<file path="src/sv/btpc_pkg.sv">
`timescale 1ns / 1ps
package btpc_pkg;

   localparam int unsigned Oversampling = 0;
   localparam logic [1:0] OSS_BITS = Oversampling[1:0];

   localparam logic [3:0] REG_AC1 = 4'd0;
   localparam logic [3:0] REG_AC2 = 4'd1;
   localparam logic [3:0] REG_AC3 = 4'd2;
   localparam logic [3:0] REG_AC4 = 4'd3;
   localparam logic [3:0] REG_B1  = 4'd4;
   localparam logic [3:0] REG_B2  = 4'd5;
   localparam logic [3:0] REG_AC56 = 4'd6;
   localparam logic [3:0] REG_MCMD = 4'd7;

   typedef enum logic [4:0] {
      ST_IDLE,
      ST_T_X1,
      ST_T_D,
      ST_T_DIV,
      ST_T_B5,
      ST_P_B6,
      ST_P_SQ,
      ST_P_X1,
      ST_P_X2,
      ST_P_B3,
      ST_P_Y1,
      ST_P_Y2,
      ST_P_X3,
      ST_P_B4,
      ST_P_B7,
      ST_P_DIV,
      ST_P_Q,
      ST_P_Z1,
      ST_P_Z2,
      ST_P_Z3,
      ST_P_Z4,
      ST_P_FIN,
      ST_OUT
   } state_type;

   typedef struct packed {
      state_type step;
      logic      div_start;
      logic      load_req;
   } cmd_type;

   typedef struct packed {
      logic div_done;
      logic div_zero;
   } status_type;

endpackage

</file>
<file path="src/sv/btpc_div.sv">
`timescale 1ns / 1ps
module btpc_div (
   input  logic        clock,
   input  logic        reset,
   input  logic        start,
   input  logic [31:0] dividend,
   input  logic [31:0] divisor,
   output logic [31:0] quotient,
   output logic        done
);
   logic [31:0] q_ff, q_in;
   logic [31:0] r_ff, r_in;
   logic [31:0] d_ff, d_in;
   logic [5:0]  cnt_ff, cnt_in;
   logic        busy_ff, busy_in;
   logic [32:0] trial;

   always_comb begin
      q_in = q_ff;
      r_in = r_ff;
      d_in = d_ff;
      cnt_in = cnt_ff;
      busy_in = busy_ff;
      trial = {r_ff, q_ff[31]} - {1'b0, d_ff};
      if (start) begin
         q_in = dividend;
         r_in = '0;
         d_in = divisor;
         cnt_in = 6'd32;
         busy_in = 1'b1;
      end else if (busy_ff) begin
         if (!trial[32]) begin
            r_in = trial[31:0];
            q_in = {q_ff[30:0], 1'b1};
         end else begin
            r_in = {r_ff[30:0], q_ff[31]};
            q_in = {q_ff[30:0], 1'b0};
         end
         cnt_in = cnt_ff - 6'd1;
         if (cnt_ff == 6'd1) busy_in = 1'b0;
      end
   end

   always_ff @(posedge clock) begin
      if (reset) begin
         busy_ff <= 1'b0;
         cnt_ff <= '0;
      end else begin
         busy_ff <= busy_in;
         cnt_ff <= cnt_in;
      end
      q_ff <= q_in;
      r_ff <= r_in;
      d_ff <= d_in;
   end

   assign quotient = q_ff;
   assign done = busy_ff && (cnt_ff == 6'd1);
endmodule

</file>
<file path="src/sv/btpc_ctrl.sv">
`timescale 1ns / 1ps
module btpc_ctrl (
   input  logic                   clock,
   input  logic                   reset,
   input  logic                   req_tvalid,
   output logic                   req_tready,
   output logic                   rsp_tvalid,
   input  logic                   rsp_tready,
   input  logic                   req_func,
   input  btpc_pkg::status_type   status,
   output btpc_pkg::cmd_type      cmd
);
   btpc_pkg::state_type state_ff, state_in;
   logic div_wait_ff, div_wait_in;

   always_ff @(posedge clock) begin
      if (reset) begin
         state_ff <= btpc_pkg::ST_IDLE;
         div_wait_ff <= 1'b0;
      end else begin
         state_ff <= state_in;
         div_wait_ff <= div_wait_in;
      end
   end

   always_comb begin
      state_in = state_ff;
      div_wait_in = div_wait_ff;
      req_tready = 1'b0;
      rsp_tvalid = 1'b0;
      cmd.step = state_ff;
      cmd.div_start = 1'b0;
      cmd.load_req = 1'b0;
      unique case (state_ff)
         btpc_pkg::ST_IDLE: begin
            req_tready = 1'b1;
            if (req_tvalid) begin
               cmd.load_req = 1'b1;
               state_in = req_func ? btpc_pkg::ST_P_B6 : btpc_pkg::ST_T_X1;
            end
         end
         btpc_pkg::ST_T_DIV, btpc_pkg::ST_P_DIV: begin
            if (!div_wait_ff) begin
               if (status.div_zero) begin
                  state_in = btpc_pkg::ST_OUT;
               end else begin
                  cmd.div_start = 1'b1;
                  div_wait_in = 1'b1;
               end
            end else if (status.div_done) begin
               div_wait_in = 1'b0;
               state_in = (state_ff == btpc_pkg::ST_T_DIV) ? btpc_pkg::ST_T_B5
                                                           : btpc_pkg::ST_P_Q;
            end
         end
         btpc_pkg::ST_T_B5, btpc_pkg::ST_P_FIN: state_in = btpc_pkg::ST_OUT;
         btpc_pkg::ST_OUT: begin
            rsp_tvalid = 1'b1;
            if (rsp_tready) state_in = btpc_pkg::ST_IDLE;
         end
         default: state_in = btpc_pkg::state_type'(state_ff + 5'd1);
      endcase
   end
endmodule

</file>
<file path="src/sv/btpc_dp.sv">
`timescale 1ns / 1ps
module btpc_dp (
   input  logic                 clock,
   input  logic                 reset,
   input  logic                 csr_we,
   input  logic [3:0]           csr_index,
   input  logic [31:0]          csr_wdata,
   input  logic                 req_func,
   input  logic [18:0]          req_raw_reading,
   input  btpc_pkg::cmd_type    cmd,
   output btpc_pkg::status_type status,
   output logic                 rsp_is_pressure,
   output logic [31:0]          rsp_value,
   output logic                 rsp_div_error
);
   logic [15:0] ac1_ff, ac2_ff, ac3_ff, ac4_ff, b1_ff, b2_ff;
   logic [31:0] ac56_ff, mcmd_ff;
   logic [31:0] b5_ff, b5_in;
   logic [31:0] raw_ff, b6_ff, sq_ff, xa_ff, xb_ff, b3_ff, b4_ff, b7_ff, p_ff;
   logic [31:0] acc_ff, acc_in;
   logic        kind_ff, err_ff;
   logic [31:0] ma_ff, mb_ff;
   logic        neg_ff;
   logic [31:0] ma_in, mb_in;
   logic        neg_in;
   logic [31:0] xa_in, xb_in, b3_in, b4_in, b7_in, p_in, b6_in, sq_in;
   logic        err_in;
   logic [31:0] mul_a, mul_b, mul_p;
   logic [31:0] quo;
   logic        div_done;
   logic [31:0] t_a, t_b;

   function automatic logic [31:0] sx16(input logic [15:0] v);
      return {{16{v[15]}}, v};
   endfunction

   function automatic logic [31:0] asr(input logic [31:0] x, input int n);
      return 32'($signed(x) >>> n);
   endfunction

   always_ff @(posedge clock) begin
      if (reset) begin
         ac1_ff <= '0; ac2_ff <= '0; ac3_ff <= '0; ac4_ff <= '0;
         b1_ff <= '0; b2_ff <= '0; ac56_ff <= '0; mcmd_ff <= '0;
         b5_ff <= '0;
      end else begin
         b5_ff <= b5_in;
         if (csr_we) begin
            case (csr_index)
               btpc_pkg::REG_AC1:  ac1_ff <= csr_wdata[15:0];
               btpc_pkg::REG_AC2:  ac2_ff <= csr_wdata[15:0];
               btpc_pkg::REG_AC3:  ac3_ff <= csr_wdata[15:0];
               btpc_pkg::REG_AC4:  ac4_ff <= csr_wdata[15:0];
               btpc_pkg::REG_B1:   b1_ff <= csr_wdata[15:0];
               btpc_pkg::REG_B2:   b2_ff <= csr_wdata[15:0];
               btpc_pkg::REG_AC56: ac56_ff <= csr_wdata;
               btpc_pkg::REG_MCMD: mcmd_ff <= csr_wdata;
               default: ;
            endcase
         end
      end
   end

   // one shared 32x32 low-word multiplier
   always_comb begin
      mul_a = '0;
      mul_b = '0;
      case (cmd.step)
         btpc_pkg::ST_T_X1: begin mul_a = raw_ff - {16'd0, ac56_ff[15:0]};
                                  mul_b = {16'd0, ac56_ff[31:16]}; end
         btpc_pkg::ST_P_SQ: begin mul_a = b6_ff; mul_b = b6_ff; end
         btpc_pkg::ST_P_X1: begin mul_a = sx16(b2_ff); mul_b = sq_ff; end
         btpc_pkg::ST_P_X2: begin mul_a = sx16(ac2_ff); mul_b = b6_ff; end
         btpc_pkg::ST_P_Y1: begin mul_a = sx16(ac3_ff); mul_b = b6_ff; end
         btpc_pkg::ST_P_Y2: begin mul_a = sx16(b1_ff); mul_b = sq_ff; end
         btpc_pkg::ST_P_B4: begin mul_a = {16'd0, ac4_ff}; mul_b = xa_ff + 32'd32768; end
         btpc_pkg::ST_P_B7: begin mul_a = raw_ff - b3_ff;
                                  mul_b = 32'd50000 >> btpc_pkg::OSS_BITS; end
         btpc_pkg::ST_P_Z1: begin mul_a = asr(p_ff, 8); mul_b = asr(p_ff, 8); end
         btpc_pkg::ST_P_Z2: begin mul_a = acc_ff; mul_b = 32'd3038; end
         btpc_pkg::ST_P_Z3: begin mul_a = 32'd0 - 32'd7357; mul_b = p_ff; end
         default: ;
      endcase
   end
   assign mul_p = mul_a * mul_b;

   always_comb begin
      b5_in = b5_ff; acc_in = acc_ff; xa_in = xa_ff; xb_in = xb_ff;
      b3_in = b3_ff; b4_in = b4_ff; b7_in = b7_ff; p_in = p_ff;
      b6_in = b6_ff; sq_in = sq_ff; err_in = err_ff;
      ma_in = ma_ff; mb_in = mb_ff; neg_in = neg_ff;
      t_a = '0; t_b = '0;
      case (cmd.step)
         btpc_pkg::ST_IDLE: err_in = 1'b0;
         btpc_pkg::ST_T_X1: xa_in = asr(mul_p, 15);
         btpc_pkg::ST_T_D: begin
            t_a = {{5{mcmd_ff[31]}}, mcmd_ff[31:16], 11'd0};
            t_b = xa_ff + sx16(mcmd_ff[15:0]);
            neg_in = t_a[31] ^ t_b[31];
            ma_in = t_a[31] ? 32'd0 - t_a : t_a;
            mb_in = t_b[31] ? 32'd0 - t_b : t_b;
            err_in = (t_b == 32'd0);
         end
         btpc_pkg::ST_T_B5: begin
            b5_in = xa_ff + (neg_ff ? 32'd0 - quo : quo);
            acc_in = asr(b5_in + 32'd8, 4);
         end
         btpc_pkg::ST_P_B6: b6_in = b5_ff - 32'd4000;
         btpc_pkg::ST_P_SQ: sq_in = asr(mul_p, 12);
         btpc_pkg::ST_P_X1: xa_in = asr(mul_p, 11);
         btpc_pkg::ST_P_X2: xb_in = asr(mul_p, 11);
         btpc_pkg::ST_P_B3:
            b3_in = asr((((sx16(ac1_ff) << 2) + xa_ff + xb_ff) << btpc_pkg::OSS_BITS)
                        + 32'd2, 2);
         btpc_pkg::ST_P_Y1: xa_in = asr(mul_p, 13);
         btpc_pkg::ST_P_Y2: xb_in = asr(mul_p, 16);
         btpc_pkg::ST_P_X3: xa_in = asr(xa_ff + xb_ff + 32'd2, 2);
         btpc_pkg::ST_P_B4: begin
            b4_in = mul_p >> 15;
            err_in = (b4_in == 32'd0);
         end
         btpc_pkg::ST_P_B7: begin
            b7_in = mul_p;
            neg_in = 1'b0;
            mb_in = b4_ff;
            ma_in = mul_p[31] ? mul_p : (mul_p << 1);
         end
         btpc_pkg::ST_P_Q: p_in = b7_ff[31] ? (quo << 1) : quo;
         btpc_pkg::ST_P_Z1: acc_in = mul_p;
         btpc_pkg::ST_P_Z2: acc_in = asr(mul_p, 16);
         btpc_pkg::ST_P_Z3: xb_in = asr(mul_p, 16);
         btpc_pkg::ST_P_FIN: acc_in = p_ff + asr(acc_ff + xb_ff + 32'd3791, 4);
         default: ;
      endcase
      if (cmd.step == btpc_pkg::ST_OUT && err_ff) acc_in = '0;
   end

   always_ff @(posedge clock) begin
      if (cmd.load_req) begin
         raw_ff <= {13'd0, req_raw_reading};
         kind_ff <= req_func;
      end
      acc_ff <= acc_in; xa_ff <= xa_in; xb_ff <= xb_in; b3_ff <= b3_in;
      b4_ff <= b4_in; b7_ff <= b7_in; p_ff <= p_in; b6_ff <= b6_in;
      sq_ff <= sq_in; err_ff <= err_in; ma_ff <= ma_in; mb_ff <= mb_in;
      neg_ff <= neg_in;
   end

   btpc_div u_div (
      .clock    (clock),
      .reset    (reset),
      .start    (cmd.div_start),
      .dividend (ma_ff),
      .divisor  (mb_ff),
      .quotient (quo),
      .done     (div_done)
   );

   assign status.div_done = div_done;
   assign status.div_zero = err_ff;
   assign rsp_is_pressure = kind_ff;
   assign rsp_value = err_ff ? 32'd0 : acc_ff;
   assign rsp_div_error = err_ff;
endmodule

</file>
<file path="src/sv/baro_temp_pressure_compensation.sv">
`timescale 1ns / 1ps
// Integer barometric compensation. Temperature and pressure beats both use the 32-step
// restoring divider shared by both paths; a zero divisor skips the divider and returns its
// error result directly. One beat is in flight at a time: the result is held until taken
// and the next beat is accepted in the cycle after the result is taken.
module baro_temp_pressure_compensation (
   input  logic        clock,
   input  logic        reset,
   input  logic        csr_we,
   input  logic [3:0]  csr_index,
   input  logic [31:0] csr_wdata,
   input  logic        req_tvalid,
   output logic        req_tready,
   input  logic [23:0] req_tdata,   // raw_reading[18:0], zero pad
   input  logic        req_tuser,   // func
   output logic        rsp_tvalid,
   input  logic        rsp_tready,
   output logic [39:0] rsp_tdata,   // value[31:0], div_error, zero pad
   output logic        rsp_tuser    // is_pressure
);
   btpc_pkg::cmd_type    cmd;
   btpc_pkg::status_type status;
   logic [31:0] value;
   logic        div_error;

   btpc_ctrl u_ctrl (
      .clock      (clock),
      .reset      (reset),
      .req_tvalid (req_tvalid),
      .req_tready (req_tready),
      .rsp_tvalid (rsp_tvalid),
      .rsp_tready (rsp_tready),
      .req_func   (req_tuser),
      .status     (status),
      .cmd        (cmd)
   );

   btpc_dp u_dp (
      .clock           (clock),
      .reset           (reset),
      .csr_we          (csr_we),
      .csr_index       (csr_index),
      .csr_wdata       (csr_wdata),
      .req_func        (req_tuser),
      .req_raw_reading (req_tdata[18:0]),
      .cmd             (cmd),
      .status          (status),
      .rsp_is_pressure (rsp_tuser),
      .rsp_value       (value),
      .rsp_div_error   (div_error)
   );

   assign rsp_tdata = {7'd0, div_error, value};

`ifndef ASSERT_OFF
   a_no_accept_busy: assert property (@(posedge clock) disable iff (reset)
      rsp_tvalid |-> !req_tready) else $error("accept while result pending");
   a_err_zero: assert property (@(posedge clock) disable iff (reset)
      (rsp_tvalid && rsp_tdata[32]) |-> (rsp_tdata[31:0] == 32'd0))
      else $error("error result not zero");
   a_start_once: assert property (@(posedge clock) disable iff (reset)
      cmd.div_start |=> !cmd.div_start) else $error("divider restarted");
`endif
endmodule
</file>
<file path="config.mk">
export PLATFORM = sky130hd
export DESIGN_NAME = baro_temp_pressure_compensation
export DESIGN_NICKNAME = d
export VERILOG_FILES = /design/src/sv/btpc_pkg.sv /design/src/sv/btpc_div.sv /design/src/sv/btpc_ctrl.sv /design/src/sv/btpc_dp.sv /design/src/sv/baro_temp_pressure_compensation.sv
export SDC_FILE = /design/constraint.sdc
export NUM_CORES = 2
export LEC_CHECK = 0
export ABC_AREA = 1
export BUFFER_PORTS_ARGS = -buffer_cell sky130_fd_sc_hd__buf_4
export CAP_MARGIN = 20
export CORE_MARGIN = 2
export CORE_UTILIZATION = 30
export CTS_CLUSTER_DIAMETER = 200
export DETAILED_ROUTE_END_ITERATION = 16
export SKIP_LAST_GASP = 1
export SLEW_MARGIN = 20
export SYNTH_ARGS = -nofsm -noshare
export SYNTH_HDL_FRONTEND = slang
export SYNTH_SLANG_ARGS = --single-unit
</file>
<file path="constraint.sdc">
create_clock -name clock -period 16.6 [get_ports clock]
set_input_delay 0.83 -clock clock [delete_from_list [all_inputs] [get_ports clock]]
set_output_delay 0.83 -clock clock [all_outputs]
set_load 0.05 [all_outputs]
</file>
==> reports/qor.csv <==
metric,value,unit
Total Wirelength,247000,um
# IOs,109,
# clock sinks,602,
total power,11.9,mW
DP Worst Slack,4.54,ns
metal2 WL,105000,um
"FFs w/ async S/R, synth",0,%
Final setup viols,0,
CP endpoint kind,register,
PortBufs,96,
Yosys Warn Count,0,
final HPWL from detailed placement,194000,um
Filler cells,21300,
Routed Antenna Nets,0,
maximum vdd ir drop,97.8,uV
Layout area overhead,10.6,%
Synth area leaders,"edfxtp_1 17%, fa_1 15%, nand2_1 12%, inv_1 9.8%, ha_1 9.1%",
worst slew pin tran,1.30,ns
drt pass-1 iters,9,
headroom to the max-slew limit,12.5,%
power per cell area,178,mW/mm2
H-tree level count,3,
starting DRC count in detailed routing,5720,
Reg2Reg Capture Point,u_dp.rsp_div_error,
clock-pin slew on the worst setup and hold paths,0.07,ns
worst hold path type,in -> reg,
crit path capture,u_dp.rsp_div_error,
Final Hold Fails,0,
wire per inst,22.5,um
r2r startpoint,u_ctrl.state_ff[0],
Required @ worst endpoint,17.16,ns
Max Buffers Root-to-Sink,3,
CTS Hold Bufs,0,
Nets,9234,
Post-Synthesis Cells,8260,
final period utilization,74.0,%
GRT Resource Usage Total,23.7,%
clk_lat worst skew,0.69,ns
Die ar.,0.205,mm2
pin count of the biggest net entering global routing,128,
DIE HEIGHT,453,um
met3 wire length,19800,um
critical path class,reg -> reg,
Core Box Area,0.200,mm2
Worst R2R Path Depth,41,
status,finished clean,
Netlist cell types,67,
Syn Area/Cell,7.31,um2
starting density of the core,30.2,%
GPL Wtd Cong,1.01,
CTS tree,yes,
met1 WL,103000,um
post-CTS sizing,0,
Leak,33.0,nW
# DRC,0,
crit path from,u_ctrl.state_ff[0],
Post-CTS Setup Inserts,0,
crit start category,register,
Post-Syn Area,0.0604,mm2
setup TNS,0,ns
Top Layer Used,met5,
Max Clock Skew,0.0365,ns
max frequency,81.5,MHz
"Max FO, Critical Path",32,
post-placement cell area,0.0642,mm2
RSZ-0062 raised after global routing,false,
initial antenna violation count,10,
Final min period,12.28,ns
"Slowest-stage cell, CP",nand3_2,
via count,56400,
gr ovfl total,0,
Arrival @ worst endpoint,12.84,ns
clock buffer count from CTS,75,
post-synth top area share,16.6,%
maxcap violations,0,
Synth area leader,edfxtp_1,
Die Span X,453,um
final instance area,0.0668,mm2
"most used cell, CP",inv_1,
vias in the first global route,54200,
FP Rows,164,
share of cells above drive strength 1,5.24,%
fin. max-slew vios,0,
reg2reg setup slack,4.32,ns
Post-synth EDFFs,333,
most used flip-flop cell after synthesis,edfxtp_1,
first-pass GRT wire length,360000,um
mean number of vias per cell,5.12,
clock root cell,clkbuf_16,
Synth Register Bits,602,
register area share after synthesis,25.5,%
setup ws final,4.32,ns
"Largest stage delay, worst path",0.89,ns
per-layer routing:
| metal | global-route usage, % | vias up |
|---|---|---|
| met2 | 36.0 | 2431 |
| met3 | 4.01 | 588 |
| met5 | 0 | - |
| met1 | 31.1 | 27100 |
| li1 | - | 26300 |
| met4 | 15.5 | 10 |
worst max-delay path: cells and delay by family, from the launching register on:
kind	cells	cell delay [ns]
adder cells (fa/ha/maj)	10	4.11
AND/OR/NAND/NOR	14	4.57
AO/OA/AOI/OAI	6	1.39
buffers and inverters	11	1.62
flip-flops	1	0.37
how the worst min path moves through the flow:
stage	from	endpoint	slack, ns	cells past startpoint
finish	req_tdata[8]	u_dp.raw_ff[8]	0.32	1
detailed placement	u_dp.mb_ff[6]	u_dp.u_div.d_ff[6]	0.40	0
floorplan	u_dp.mb_ff[0]	u_dp.u_div.d_ff[0]	0.40	0
global placement	u_dp.mb_ff[10]	u_dp.u_div.d_ff[10]	0.40	0
CTS	req_tdata[8]	u_dp.raw_ff[8]	0.28	1
global route	req_tdata[9]	u_dp.raw_ff[9]	0.30	1
cell type report:
cell class	instances	area, um2	area share, %
diodes	8	20.0	0.0300
repair buffers	195	1490	2.23
clock inverters	47	467	0.699
clock buffers	92	2040	3.06
flip-flops and latches	602	15400	23.0
multi-input cells	5804	38000	57.0
well taps	2656	3320	4.97
inverters	1605	6030	9.03
placed cells by master (no fill, tap or decap), drive strengths merged, types with 22 or more instances in the layout:
master	count
inv	1607
a21oi	483
or2	30
o2111ai	24
nand3b	40
xor2	203
clkinv	32
nor2	768
nand2	1932
nand4	97
ha	441
a211oi	24
nand3	337
dfxtp	269
buf	195
clkbuf	92
o21bai	38
nor4	23
o21ai	551
fa	444
edfxtp	333
xnor2	64
nor3	99
o211ai	35
a221oi	22
where the power goes:
| group | internal, mW | total (mW) | switching [mW] |
|---|---|---|---|
| Sequential | 2.02 | 2.43 | 0.410 |
| Clock | 0.994 | 1.73 | 0.737 |
| Combinational | 2.21 | 7.74 | 5.53 |
cell families (layout without fill, tap and decap cells):
| family | after synthesis | after routing | synth area share, % |
|---|---|---|---|
| AOI/OAI and AO/OA | 1300 | 1300 | 12.0 |
| and+or+nand+nor | 3344 | 3344 | 23.0 |
| buffers and inverters | 1861 | 1939 | 11.8 |
| other | 1 | 16 | 0.00621 |
| xor gates and xnor gates | 267 | 267 | 3.87 |
| DFF | 602 | 602 | 25.5 |
| adders and majority gates | 885 | 885 | 23.9 |
synth_stat cells, types with 5 or more instances:
master / instances
o21ai_0: 531
buf_6: 9
nand2_2: 14
and2_1: 6
edfxtp_1: 333
a22oi_1: 10
inv_2: 17
xnor2_1: 64
dfxtp_1: 269
or2_2: 29
nor2_1: 755
nor3_1: 96
xor2_1: 203
ha_1: 441
buf_1: 14
o22ai_1: 19
o211ai_1: 34
and3_1: 7
o21bai_1: 38
nand3_1: 328
nor2_2: 9
a211oi_1: 22
a221oi_1: 21
inv_1: 1580
nand4_1: 95
fa_1: 444
o221ai_1: 11
buf_4: 17
a21boi_0: 13
nand2_1: 1916
nand3b_1: 40
clkinv_1: 7
o31ai_1: 5
clkbuf_1: 191
nand3_2: 7
o2111ai_1: 24
o21ai_1: 20
a21oi_1: 483
a21o_1: 17
nor4_1: 22
buf_2: 25
a31oi_1: 19
o21a_1: 15
per-stage QoR:
step	hold slack, ns	instances	utilization, %
finish	0.323	11000	33.4
global route	0.299	11000	33.4
CTS	0.280	11000	33.4
detailed placement	0.405	10900	32.1
global placement	0.402	10900	32.1
floorplan	0.400	8267	-
(Power assumes the default switching activity.)
